## src/tpager_pkg.sv

```systemverilog
// Shared types and constants for the terminal output pager.
// Used by every module of the block; depends on nothing.
package tpager_pkg;

   localparam int unsigned BYTE_W   = 8;
   localparam int unsigned QDEPTH   = 4;
   localparam int unsigned QPTR_W   = $clog2(QDEPTH);
   localparam int unsigned QCNT_W   = $clog2(QDEPTH + 1);

   localparam logic [BYTE_W-1:0] ROWS_RESET = 8'd25;
   localparam logic [BYTE_W-1:0] COLS_RESET = 8'd80;

   localparam logic [BYTE_W-1:0] CH_QUIT    = 8'h71; // 'q'
   localparam logic [BYTE_W-1:0] CH_NEXT    = 8'h6E; // 'n'
   localparam logic [BYTE_W-1:0] CH_SPACE   = 8'h20;
   localparam logic [BYTE_W-1:0] CH_NEWLINE = 8'h0A;
   localparam logic [BYTE_W-1:0] CH_PROMPT  = 8'h3A; // ':'
   localparam logic [BYTE_W-1:0] CH_BACKSP  = 8'h08;

   typedef enum logic [1:0] {
      MODE_TEXT = 2'd0,
      MODE_KEY  = 2'd1,
      MODE_LOST = 2'd2,
      MODE_RSVD = 2'd3
   } mode_type;

   typedef enum logic [1:0] {
      ST_ACCEPTED = 2'd0,
      ST_STOPPED  = 2'd1,
      ST_HELD     = 2'd2,
      ST_IGNORED  = 2'd3
   } status_type;

   typedef enum logic [0:0] {
      CSR_SCREEN_ROWS    = 1'b0,
      CSR_SCREEN_COLUMNS = 1'b1
   } csr_index_type;

   typedef enum logic [1:0] {
      CMD_SINGLE     = 2'd0,
      CMD_ERASE      = 2'd1,
      CMD_ERASE_BYTE = 2'd2
   } cmd_kind_type;

   typedef struct packed {
      logic [1:0]        mode;
      logic [BYTE_W-1:0] data_byte;
   } req_type;

   typedef struct packed {
      logic              emit;
      logic [BYTE_W-1:0] out_byte;
      logic [1:0]        status;
      logic              last;
   } rsp_type;

   // Command passed from front to back.
   typedef struct packed {
      cmd_kind_type      kind;
      logic              emit;
      logic [BYTE_W-1:0] out_byte;
      status_type        status;
   } cmd_type;

endpackage

```

## src/tpager_front.sv

```systemverilog
// Front end: accepts input transfers, keeps row/column/prompt state and
// the screen size registers, and turns each item into one command.
// Depends on tpager_pkg.
module tpager_front (
   input  logic                       clock,
   input  logic                       reset,
   input  logic                       req_push,
   input  tpager_pkg::req_type        req_data,
   input  logic                       csr_wr_en,
   input  logic [0:0]                 csr_index,
   input  logic [tpager_pkg::BYTE_W-1:0] csr_wdata,
   input  logic                       q_full,
   output logic                       q_push,
   output tpager_pkg::cmd_type        q_data
);

   typedef struct packed {
      logic [tpager_pkg::BYTE_W-1:0] row;
      logic [tpager_pkg::BYTE_W-1:0] col;
      logic                          full;
   } cnt_type;

   logic [tpager_pkg::BYTE_W-1:0] rows_ff, cols_ff;
   logic [tpager_pkg::BYTE_W-1:0] row_ff, row_in, col_ff, col_in;
   logic [tpager_pkg::BYTE_W-1:0] held_ff, held_in;
   logic full_ff, full_in, stopped_ff, stopped_in, awaiting_ff, awaiting_in;
   logic accept;
   cnt_type cnt_text, cnt_held;
   logic [tpager_pkg::BYTE_W-1:0] b;
   logic go_key;

   // Advance counts for one shown byte.
   function automatic cnt_type count_byte(
      input logic [tpager_pkg::BYTE_W-1:0] row,
      input logic [tpager_pkg::BYTE_W-1:0] col,
      input logic [tpager_pkg::BYTE_W-1:0] rows,
      input logic [tpager_pkg::BYTE_W-1:0] cols,
      input logic [tpager_pkg::BYTE_W-1:0] ch);
      cnt_type r;
      logic [tpager_pkg::BYTE_W-1:0] c1;
      logic bump;
      c1 = col + 8'd1;
      bump = (ch == tpager_pkg::CH_NEWLINE) || (c1 >= cols);
      r.row = row;
      r.col = c1;
      if (bump) begin
         if (row != 8'hFF) r.row = row + 8'd1;
         r.col = '0;
      end
      r.full = (rows == 8'd0) || (r.row >= rows - 8'd1);
      return r;
   endfunction

   assign accept = req_push && !q_full;
   assign b      = req_data.data_byte;
   assign go_key = (b == tpager_pkg::CH_NEXT) || (b == tpager_pkg::CH_SPACE) ||
                   (b == tpager_pkg::CH_NEWLINE);
   assign cnt_text = count_byte(row_ff, col_ff, rows_ff, cols_ff, b);
   assign cnt_held = count_byte('0, '0, rows_ff, cols_ff, held_ff);

   always_comb begin
      row_in      = row_ff;
      col_in      = col_ff;
      full_in     = full_ff;
      stopped_in  = stopped_ff;
      awaiting_in = awaiting_ff;
      held_in     = held_ff;
      q_push      = accept;
      q_data.kind     = tpager_pkg::CMD_SINGLE;
      q_data.emit     = 1'b0;
      q_data.out_byte = '0;
      q_data.status   = tpager_pkg::ST_IGNORED;
      if (stopped_ff) begin
         q_data.status = tpager_pkg::ST_STOPPED;
      end else if (req_data.mode == tpager_pkg::MODE_TEXT) begin
         if (awaiting_ff) begin
            q_data.status = tpager_pkg::ST_STOPPED;
         end else if (full_ff) begin
            held_in         = b;
            awaiting_in     = 1'b1;
            q_data.emit     = 1'b1;
            q_data.out_byte = tpager_pkg::CH_PROMPT;
            q_data.status   = tpager_pkg::ST_HELD;
         end else begin
            q_data.emit     = 1'b1;
            q_data.out_byte = b;
            q_data.status   = tpager_pkg::ST_ACCEPTED;
            row_in  = cnt_text.row;
            col_in  = cnt_text.col;
            full_in = full_ff || cnt_text.full;
         end
      end else if (awaiting_ff && (req_data.mode == tpager_pkg::MODE_KEY ||
                                   req_data.mode == tpager_pkg::MODE_LOST)) begin
         if (req_data.mode == tpager_pkg::MODE_LOST || b == tpager_pkg::CH_QUIT) begin
            stopped_in    = 1'b1;
            awaiting_in   = 1'b0;
            row_in        = '0;
            col_in        = '0;
            full_in       = 1'b0;
            q_data.kind   = tpager_pkg::CMD_ERASE;
            q_data.status = tpager_pkg::ST_STOPPED;
         end else if (go_key) begin
            awaiting_in     = 1'b0;
            row_in          = cnt_held.row;
            col_in          = cnt_held.col;
            full_in         = cnt_held.full;
            q_data.kind     = tpager_pkg::CMD_ERASE_BYTE;
            q_data.emit     = 1'b1;
            q_data.out_byte = held_ff;
            q_data.status   = tpager_pkg::ST_ACCEPTED;
         end
      end
   end

   always_ff @(posedge clock) begin
      if (reset) begin
         rows_ff     <= tpager_pkg::ROWS_RESET;
         cols_ff     <= tpager_pkg::COLS_RESET;
         row_ff      <= '0;
         col_ff      <= '0;
         full_ff     <= 1'b0;
         stopped_ff  <= 1'b0;
         awaiting_ff <= 1'b0;
      end else begin
         if (csr_wr_en) begin
            unique case (csr_index)
               tpager_pkg::CSR_SCREEN_ROWS:    rows_ff <= csr_wdata;
               tpager_pkg::CSR_SCREEN_COLUMNS: cols_ff <= csr_wdata;
               default: ;
            endcase
         end
         if (accept) begin
            row_ff      <= row_in;
            col_ff      <= col_in;
            full_ff     <= full_in;
            stopped_ff  <= stopped_in;
            awaiting_ff <= awaiting_in;
         end
      end
   end

   always_ff @(posedge clock) begin
      if (accept) held_ff <= held_in;
   end

endmodule

```

## src/tpager_queue.sv

```systemverilog
// Short command queue between front and back ends.
// Depends on tpager_pkg.
module tpager_queue (
   input  logic                clock,
   input  logic                reset,
   input  logic                push,
   input  tpager_pkg::cmd_type push_data,
   output logic                full,
   input  logic                pop,
   output tpager_pkg::cmd_type head_data,
   output logic                empty
);

   tpager_pkg::cmd_type slot_ff [tpager_pkg::QDEPTH];
   logic [tpager_pkg::QPTR_W-1:0] wr_ff, rd_ff;
   logic [tpager_pkg::QCNT_W-1:0] cnt_ff;
   logic do_push, do_pop;

   assign full      = (cnt_ff == tpager_pkg::QCNT_W'(tpager_pkg::QDEPTH));
   assign empty     = (cnt_ff == '0);
   assign do_push   = push && !full;
   assign do_pop    = pop && !empty;
   assign head_data = slot_ff[rd_ff];

   always_ff @(posedge clock) begin
      if (reset) begin
         wr_ff  <= '0;
         rd_ff  <= '0;
         cnt_ff <= '0;
      end else begin
         if (do_push) wr_ff <= wr_ff + 1'b1;
         if (do_pop)  rd_ff <= rd_ff + 1'b1;
         if (do_push && !do_pop)      cnt_ff <= cnt_ff + 1'b1;
         else if (do_pop && !do_push) cnt_ff <= cnt_ff - 1'b1;
      end
   end

   always_ff @(posedge clock) begin
      if (do_push) slot_ff[wr_ff] <= push_data;
   end

endmodule

```

## src/tpager_back.sv

```systemverilog
// Back end: expands each command into its result transfers and holds the
// current result in an output register. Depends on tpager_pkg.
module tpager_back (
   input  logic                clock,
   input  logic                reset,
   input  logic                cmd_valid,
   input  tpager_pkg::cmd_type cmd,
   output logic                cmd_pop,
   output logic                rsp_empty,
   input  logic                rsp_pop,
   output tpager_pkg::rsp_type rsp_data
);

   logic [1:0] step_ff, step_in;
   logic       valid_ff, valid_in;
   tpager_pkg::rsp_type out_ff, out_in, gen;
   logic out_ready;

   // Result for the current step of the command at the queue head.
   always_comb begin
      gen.emit     = 1'b1;
      gen.out_byte = (step_ff == 2'd1) ? tpager_pkg::CH_SPACE : tpager_pkg::CH_BACKSP;
      gen.status   = cmd.status;
      gen.last     = 1'b0;
      case (cmd.kind)
         tpager_pkg::CMD_SINGLE: begin
            gen.emit     = cmd.emit;
            gen.out_byte = cmd.out_byte;
            gen.last     = 1'b1;
         end
         tpager_pkg::CMD_ERASE: begin
            gen.last = (step_ff == 2'd2);
         end
         default: begin
            if (step_ff == 2'd3) begin
               gen.out_byte = cmd.out_byte;
               gen.last     = 1'b1;
            end
         end
      endcase
   end

   assign out_ready = !valid_ff || rsp_pop;
   assign cmd_pop   = cmd_valid && out_ready && gen.last;
   assign rsp_empty = !valid_ff;
   assign rsp_data  = out_ff;

   always_comb begin
      step_in  = step_ff;
      valid_in = valid_ff;
      out_in   = out_ff;
      if (cmd_valid && out_ready) begin
         valid_in = 1'b1;
         out_in   = gen;
         step_in  = gen.last ? 2'd0 : step_ff + 2'd1;
      end else if (rsp_pop) begin
         valid_in = 1'b0;
      end
   end

   always_ff @(posedge clock) begin
      if (reset) begin
         step_ff  <= '0;
         valid_ff <= 1'b0;
      end else begin
         step_ff  <= step_in;
         valid_ff <= valid_in;
      end
   end

   always_ff @(posedge clock) begin
      out_ff <= out_in;
   end

endmodule

```

## src/terminal_output_pager_top.sv

```systemverilog
// Top level of the terminal output pager: front end, command queue, back end.
// Depends on tpager_pkg, tpager_front, tpager_queue and tpager_back.
//
// Usage:
//   Input channel (req_*): push an item (mode, data_byte) while req_full is
//   low; a transfer happens on each clock edge with req_push high and
//   req_full low. Text bytes, reader keys and lost-input events all go here.
//   Result channel (rsp_*): while rsp_empty is low, rsp_data holds the oldest
//   result; raising rsp_pop takes it. Each item yields one result, or four
//   when the prompt is erased (three when the pager stops); the final result
//   of an item has last set.
//   Config port (csr_*): index 0 screen_rows, 1 screen_columns; write only
//   while the block is idle.
// Path: a single-result item is registered in a queue slot, then in the output
//   register, before it shows on rsp_data.
// Throughput: one item per cycle for single-result items while rsp_pop keeps
//   up; an erase sequence holds the back end until its three or four results
//   are out, one result per cycle, set by the back end's output register.
// Reset: clears counts, prompt and stop state, empties the queue and output,
//   and loads 25 rows by 80 columns.
// Receiver stall: results wait in the output register, commands pile up in
//   the four-entry queue, and req_full rises once the queue is full.
module terminal_output_pager_top (
   input  logic                          clock,
   input  logic                          reset,
   input  logic                          req_push,
   output logic                          req_full,
   input  tpager_pkg::req_type           req_data,
   output logic                          rsp_empty,
   input  logic                          rsp_pop,
   output tpager_pkg::rsp_type           rsp_data,
   input  logic                          csr_wr_en,
   input  logic [0:0]                    csr_index,
   input  logic [tpager_pkg::BYTE_W-1:0] csr_wdata
);

   logic                q_push, q_full, q_pop, q_empty;
   tpager_pkg::cmd_type q_in, q_head;

   assign req_full = q_full;

   // Front end: classifies each transfer against the page state.
   tpager_front u_front (
      .clock     (clock),
      .reset     (reset),
      .req_push  (req_push),
      .req_data  (req_data),
      .csr_wr_en (csr_wr_en),
      .csr_index (csr_index),
      .csr_wdata (csr_wdata),
      .q_full    (q_full),
      .q_push    (q_push),
      .q_data    (q_in)
   );

   // Decouples front from back so either can stall on its own.
   tpager_queue u_queue (
      .clock     (clock),
      .reset     (reset),
      .push      (q_push),
      .push_data (q_in),
      .full      (q_full),
      .pop       (q_pop),
      .head_data (q_head),
      .empty     (q_empty)
   );

   // Back end: one result per cycle into the output register while rsp_pop keeps up.
   tpager_back u_back (
      .clock     (clock),
      .reset     (reset),
      .cmd_valid (!q_empty),
      .cmd       (q_head),
      .cmd_pop   (q_pop),
      .rsp_empty (rsp_empty),
      .rsp_pop   (rsp_pop),
      .rsp_data  (rsp_data)
   );

endmodule
```

## config.mk

```make
export PLATFORM = sky130hd
export DESIGN_NAME = terminal_output_pager_top
export DESIGN_NICKNAME = d
export VERILOG_FILES = /design/src/tpager_pkg.sv /design/src/tpager_front.sv /design/src/tpager_queue.sv /design/src/tpager_back.sv /design/src/terminal_output_pager_top.sv
export SDC_FILE = /design/constraint.sdc
export NUM_CORES = 1
export LEC_CHECK = 0
export ABC_AREA = 1
export BUFFER_PORTS_ARGS = -buffer_cell sky130_fd_sc_hd__buf_2
export CAP_MARGIN = 10
export CORE_UTILIZATION = 35
export DETAILED_ROUTE_END_ITERATION = 8
export PLACE_DENSITY = 0.56
export SETUP_SLACK_MARGIN = 0.2
export SLEW_MARGIN = 10
export SYNTH_ARGS = -nofsm -noshare
export SYNTH_HDL_FRONTEND = slang
export SYNTH_SLANG_ARGS = --single-unit
```

## constraint.sdc

```tcl
create_clock -name clock -period 3.23 [get_ports clock]
set_input_delay 0.323 -clock clock [delete_from_list [all_inputs] [get_ports clock]]
set_output_delay 0.323 -clock clock [all_outputs]
set_load 0.01 [all_outputs]
```

# --- After elaboration in Yosys (flattened, before gate mapping) ---
# Memory sizes are Yosys's and may differ from the RTL's. A register that Yosys moved wholly into a read port is not among the register bits.
# Cells that the tools add are included.
totals:
  in_bits: 24
  mem_count: 1
  ram_bits: 52
  reg_bits: 65
op_classes:
  n_bitwise: 3
  mux: 57
  magnitude_cmp: 4
  n_eq_ne: 15
  add_sub_neg: 8
  reduce_logical: 37
mem_list:
  columns: ["memory", "words", "width", "rd", "rd_ports_with_merged_regs", "write_ports", "line_no", "source"]
  rows:
  - ["u_queue.slot_ff", 4, 13, 1, 1, 1, "tpager_queue.sv:14", "tpager_pkg::cmd_type slot_ff [tpager_pkg::QDEPTH];"]
op_table:
  columns: ["operator", "n"]
  rows:
  - ["$mux W8", 14]
  - ["$mux W9", 3]
  - ["$mux W13", 2]
  - ["$mux W11", 2]
  - ["$mux W1", 21]
  - ["$add A8 B1 Y8 const B", 2]
  - ["$eq A8 B4 Y1 const B", 2]
  - ["$eq A8 B7 Y1 const B", 2]
  - ["$ge A8 B8 Y1", 2]
  - ["$mux W16", 1]
  - ["$mux W2", 8]
  - ["$pmux W8 S2", 1]
  - ["$logic_or A1 B1 Y1", 10]
  - ["$mux W10", 1]
  - ["$reduce_and A5 Y1", 2]
  - ["$eq A8 B6 Y1 const B", 1]
  - ["$ge A1 B8 Y1", 1]
  - ["$ge A1 B8 Y1 const A", 1]
  - ["$logic_and A1 B1 Y1", 8]
  - ["$logic_not A8 Y1", 1]
  - ["$ne A8 B8 Y1 const B", 1]
  - ["$sub A8 B1 Y8 const B", 1]
  - ["$add A2 B1 Y2 const B", 3]
  - ["$eq A2 B1 Y1 const B", 3]
  - ["17 further kinds", 31]

# --- Logic depth before layout (Yosys ltp) ---
logic_depth:
  ltp_word: 10
  depth_mapped: 29
  mapped_depth_nobuf: 29

# --- Hierarchy ---
# Synthesis repeated with hierarchy kept, for this count alone.
unflattened:
  cells_unflattened: 733
  hier_area_um2: 6259.8
modules_own_cells:
  columns: ["module", "seq_area_each_um2", "n_inst", "area_each_um2", "cells_each"]
  rows:
  - ["tpager_front", 940.9, 1, 3072.9, 464]
  - ["tpager_queue", 1741.7, 1, 2461.1, 196]
  - ["tpager_back", 420.4, 1, 721.9, 72]
  - ["terminal_output_pager_top", 0.0, 1, 3.8, 1]

# --- Worst setup path after synthesis ---
# No wires, ideal clock.
synth_path:
  path_type: "register to register"
  startpoint: "register u_front.col_ff[0] (netlist name)"
  endpoint: "register u_front.full_ff"
  period_less_slack_ns: 3.094
  t_required_ns: 3.119
  setup_slack_ns: 0.136
  arrival_ns: 2.982
  stages_incl_launch_ff: 26
  setup_ns: 0.111
  path_cell_list: "dfxtp_1 > inv_1 > nor3_2 > nand4_1 > nor2_1 > xnor2_1 > inv_1 > ha_1 > a21oi_1 > nand2_1 > nor2_1 > nand2_2 > buf_4 > o21ai_0 > inv_1 > ha_1 > nand2_1 > inv_1 > nand2_1 > nand2_1 > nand2_1 > nand4_1 > o21bai_1 > nand2_1 > nor2_1 > nor2_1"
synth_between:
  elab_chain_len: 10
synth_lines:
  columns: ["element", "line_no", "source"]
  rows:
  - ["from (decl)", "tpager_front.sv:24", "logic [tpager_pkg::BYTE_W-1:0] row_ff, row_in, col_ff, col_in;"]
  - ["from (signal assigned)", "tpager_front.sv:134", "col_ff <= col_in;"]
  - ["$add A8 B1 Y8", "tpager_front.sv:42", "c1 = col + 8'd1;"]
  - ["$ge A8 B8 Y1", "tpager_front.sv:43", "bump = (ch == tpager_pkg::CH_NEWLINE) || (c1 >= cols);"]
  - ["$logic_or A1 B1 Y1", "tpager_front.sv:43", null]
  - ["$mux W16", "tpager_front.sv:46", "if (bump) begin"]
  - ["$ge A8 B8 Y1", "tpager_front.sv:50", "r.full = (rows == 8'd0) || (r.row >= rows - 8'd1);"]
  - ["$logic_or A1 B1 Y1", "tpager_front.sv:50", null]
  - ["$logic_or A1 B1 Y1", "tpager_front.sv:90", "full_in = full_ff || cnt_text.full;"]
  - ["$mux W1", "tpager_front.sv:78", "end else if (full_ff) begin"]
  - ["$mux W1", "tpager_front.sv:76", "if (awaiting_ff) begin"]
  - ["$mux W1", "tpager_front.sv:75", "end else if (req_data.mode == tpager_pkg::MODE_TEXT) begin"]
  - ["to (signal assigned)", "tpager_front.sv:135", "full_ff <= full_in;"]
  - ["to (decl)", "tpager_front.sv:26", "logic full_ff, full_in, stopped_ff, stopped_in, awaiting_ff, awaiting_in;"]
# Every way passes these cells. The select of a mux whose other input is x is not followed.
# A chain may end at the register's enable or synchronous reset.

# --- Worst setup path in the final report ---
# Ends and elaborated chain as after synthesis.

==> out/results.tsv <==
metric	value	unit
status	complete, no violations	
CP Data Arrival Time	3.46	ns
vias	4736	
grt met1 use	20.85	%
combinational power share	22.6	%
RSZ-0062 raised after global routing	true	
Final period util	97.81	%
starting density of the core	36.31	%
clock latency on the worst-skew pair	0.41	ns
Num CTS Buffers	17	
final wirelength	13560	µm
Post-synth ARST share	0	%
grt met3 use	3.968	%
post-synthesis sequential area ratio	50.99	%
setup_tns	0	ns
Synth Area per Inst	8.744	µm²
Hold Fails Final Rpt	0	
worst-margin pin slew	0.8026	ns
DRC	0	
Die ar.	0.01792	mm²
hold-fix buffers at CTS	0	
Crit Path Category	flip-flop to flip-flop	
Row Count	47	
Fmax	316.5	MHz
initial antenna violation count	0	
switching power	1.509	mW
Avg WL per Cell	13.66	µm
GP Congestion	0.8533	
# H-tree levels	4	
largest net degree at the start of global routing	28	
Core Region	0.01676	mm²
Main synth FF type	edfxtp_1	
startpoint class of the critical path	flip-flop	
maximum fanout along the worst path	6	
YS warnings	0	
ANT nets after route	0	
min cycle time layout	3.159	ns
number of synthesized flops with an enable pin	72	
total grt overflow	0	
CTS max path bufs	2	
Post-Place Worst Slack	0.01884	ns
Final setup viols	0	
max-cap viol count	0	
Max VDD drop	0.4433	mV
depth of the most critical reg-to-reg path	23	
most used routing layer	met2	
First-pass DRT Iterations	4	
final worst setup slack	0.07077	ns
Ant. Diodes	0	
share of cells above drive strength 1	20.31	%
Yosys reg bits	119	
met2 Resource Use GR	25.53	%
Netlist Area Pre-Place	0.006086	mm²
Area growth, synth to finish	21.53	%
crit path capture type	flip-flop	
total clock sinks	119	
chip height	133.9	µm
Nets	815	
first-pass GRT wire length	22310	µm
Internal Power	3.404	mW
hold depth	1	
PwrDens	664.3	mW/mm²
WP data required	3.53	ns
CTS tree	yes	
Final Max Tran Viols	0	
port buffer count	37	
GRT Total Usage	16.08	%
switching part of the total	30.71	%
clk root buf	clkbuf_16	
Clock Power Share	37.4	%
Hold Crit Class	input port to flip-flop	
Netlist cell types	48	
syn_nets	751	
vias in the first global route	4530	
Ports	38	
Mapped Cells	696	
DR iter-0 viols	251	
max_slew headroom	46.44	%
Placed Area	0.006583	mm²
Reg clk slew, reported paths	0.06	ns
final instance area	0.007396	mm²
Final HPWL DP	9619	µm
Setup Skew	0.006742	ns
Pleak	3.161	nW
fill count	1590	
Die Wd	133.9	µm
Flop pwr share	40.0	%
Via density	4.769	
-- layout by cell type, fill, tap and decap left out, drive strengths merged, types with 2 or more instances in the layout --
master / n
nand3: 42
o21bai: 3
edfxtp: 72
xnor2: 3
clkinvlp: 2
nand4: 9
nand3b: 2
o22ai: 8
dfxtp: 47
nor3: 7
ha: 30
nor4: 2
clkinv: 10
nor2: 97
bufinv: 2
xor2: 10
o211ai: 4
a21oi: 34
o21ai: 64
buf: 58
inv: 109
nand2: 133
clkbuf: 17
-- cell usage after synthesis, drive strengths merged (2+ instances only) --
cell type / count / share of area [%]
nand4: 9 / 1.0
o21bai: 3 / 0.37
a21oi: 34 / 3.0
xnor2: 3 / 0.43
ha: 30 / 6.2
nor2: 97 / 6.6
dfxtp: 47 / 15
inv: 107 / 6.7
nor3: 7 / 0.82
o22ai: 8 / 0.82
o211ai: 4 / 0.49
nor4: 2 / 0.21
nand3b: 2 / 0.25
buf: 5 / 0.80
o21ai: 64 / 5.5
xor2: 10 / 1.4
nand2: 132 / 8.5
clkbuf: 9 / 0.56
edfxtp: 72 / 36
nand3: 42 / 3.9
-- final cells by class --
type | instances | area (µm²) | area share (%)
clock inverters | 15 | 153.9 | 2.081
inverters | 108 | 415.4 | 5.617
flip-flops and latches | 119 | 3110 | 42.06
clock buffers | 17 | 425.4 | 5.752
multi-input cells | 456 | 2669 | 36.09
repair buffers | 58 | 346.6 | 4.686
well taps | 220 | 275.3 | 3.722
-- final timing paths --
| check | start | end | slack (ns) |
|---|---|---|---|
| hold reg to reg | u_front.col_ff[7] | u_front.col_ff[7] | 0.47 |
| setup / recovery | u_front.col_ff[0] | u_front.full_ff | 0.07 |
| hold / removal | req_data[6] | u_front.held_ff[6] | 0.12 |
| setup reg to reg | u_front.col_ff[0] | u_front.full_ff | 0.07 |
-- power groups by stage --
| stage | registers (mW) | clock network, mW | logic, mW |
|---|---|---|---|
| CTS | 1.96 | 1.88 | 1.11 |
| global route | 1.99 | 1.95 | 1.27 |
| finish | 1.96 | 1.84 | 1.11 |
| global placement | 1.99 | 0 | 1.08 |
| detailed placement | 2.00 | 0 | 1.10 |
| floorplan | 2.02 | 0 | 0.719 |
-- logic make-up (layout without fill, tap and decap cells) --
family	after synthesis	after routing	share of synthesized area, %
simple gates	293	294	21.59
buf+inv	122	198	8.141
flops	119	119	50.99
compound gates	118	118	10.92
fa+ha+maj	31	31	6.497
xor+xnor	13	13	1.871
-- per-stage QoR --
stage	instances	hold WS, ns	total power [mW]	utilization [%]
floorplan	696	0.3921	2.740	-
global placement	953	0.4580	3.069	39.28
detailed placement	953	0.4632	3.098	39.28
CTS	988	0.09764	4.957	43.07
global route	993	0.09368	5.202	44.13
finish	993	0.1177	4.913	44.13
-- flip-flops by register name, summed over array words and instances, names as in the netlist, 3 cells and up, named ones only --
| name | cells |
|---|---|
| u_front.rows_ff | 8 |
| u_front.row_ff | 8 |
| u_front.col_ff | 8 |
| u_queue.cnt_ff | 3 |
| u_queue.slot_ff | 52 |
| u_front.held_ff | 8 |
| u_back.rsp_data | 12 |
| u_front.cols_ff | 8 |
-- worst max-delay path: stages (launching register included) --
cell and delay [ns]:
dfxtp_4 0.36, ha_1 0.17, nand3_1 0.12, nand3b_1 0.19
xor2_1 0.22, ha_1 0.29, nand3_1 0.11, nand2_2 0.07
nor2_4 0.17, nand2_4 0.11, inv_4 0.09, buf_6 0.10
nand2_2 0.04, nand2_2 0.08, inv_2 0.05, ha_4 0.23
nand2_1 0.08, nor2_2 0.04, nand2_1 0.06, nand4_1 0.10
o21bai_1 0.15, nand2_1 0.06, nor2_1 0.09, nor2_1 0.05
-- what timing repair did --
action	4_1_cts	5_1_grt
cloned	1	0
gates resized for setup	15	35
pin swaps	16	27
buffers inserted	2	5
endpoints found under the setup margin	1	2
-- routing by layer --
layer / wire length, µm / vias to the layer above
li1: - / 2443
met5: 0 / -
met2: 6302 / 71
met4: 206 / 0
met1: 6633 / 2206
met3: 419 / 16
Note: power is estimated with default switching activity, not from simulation.
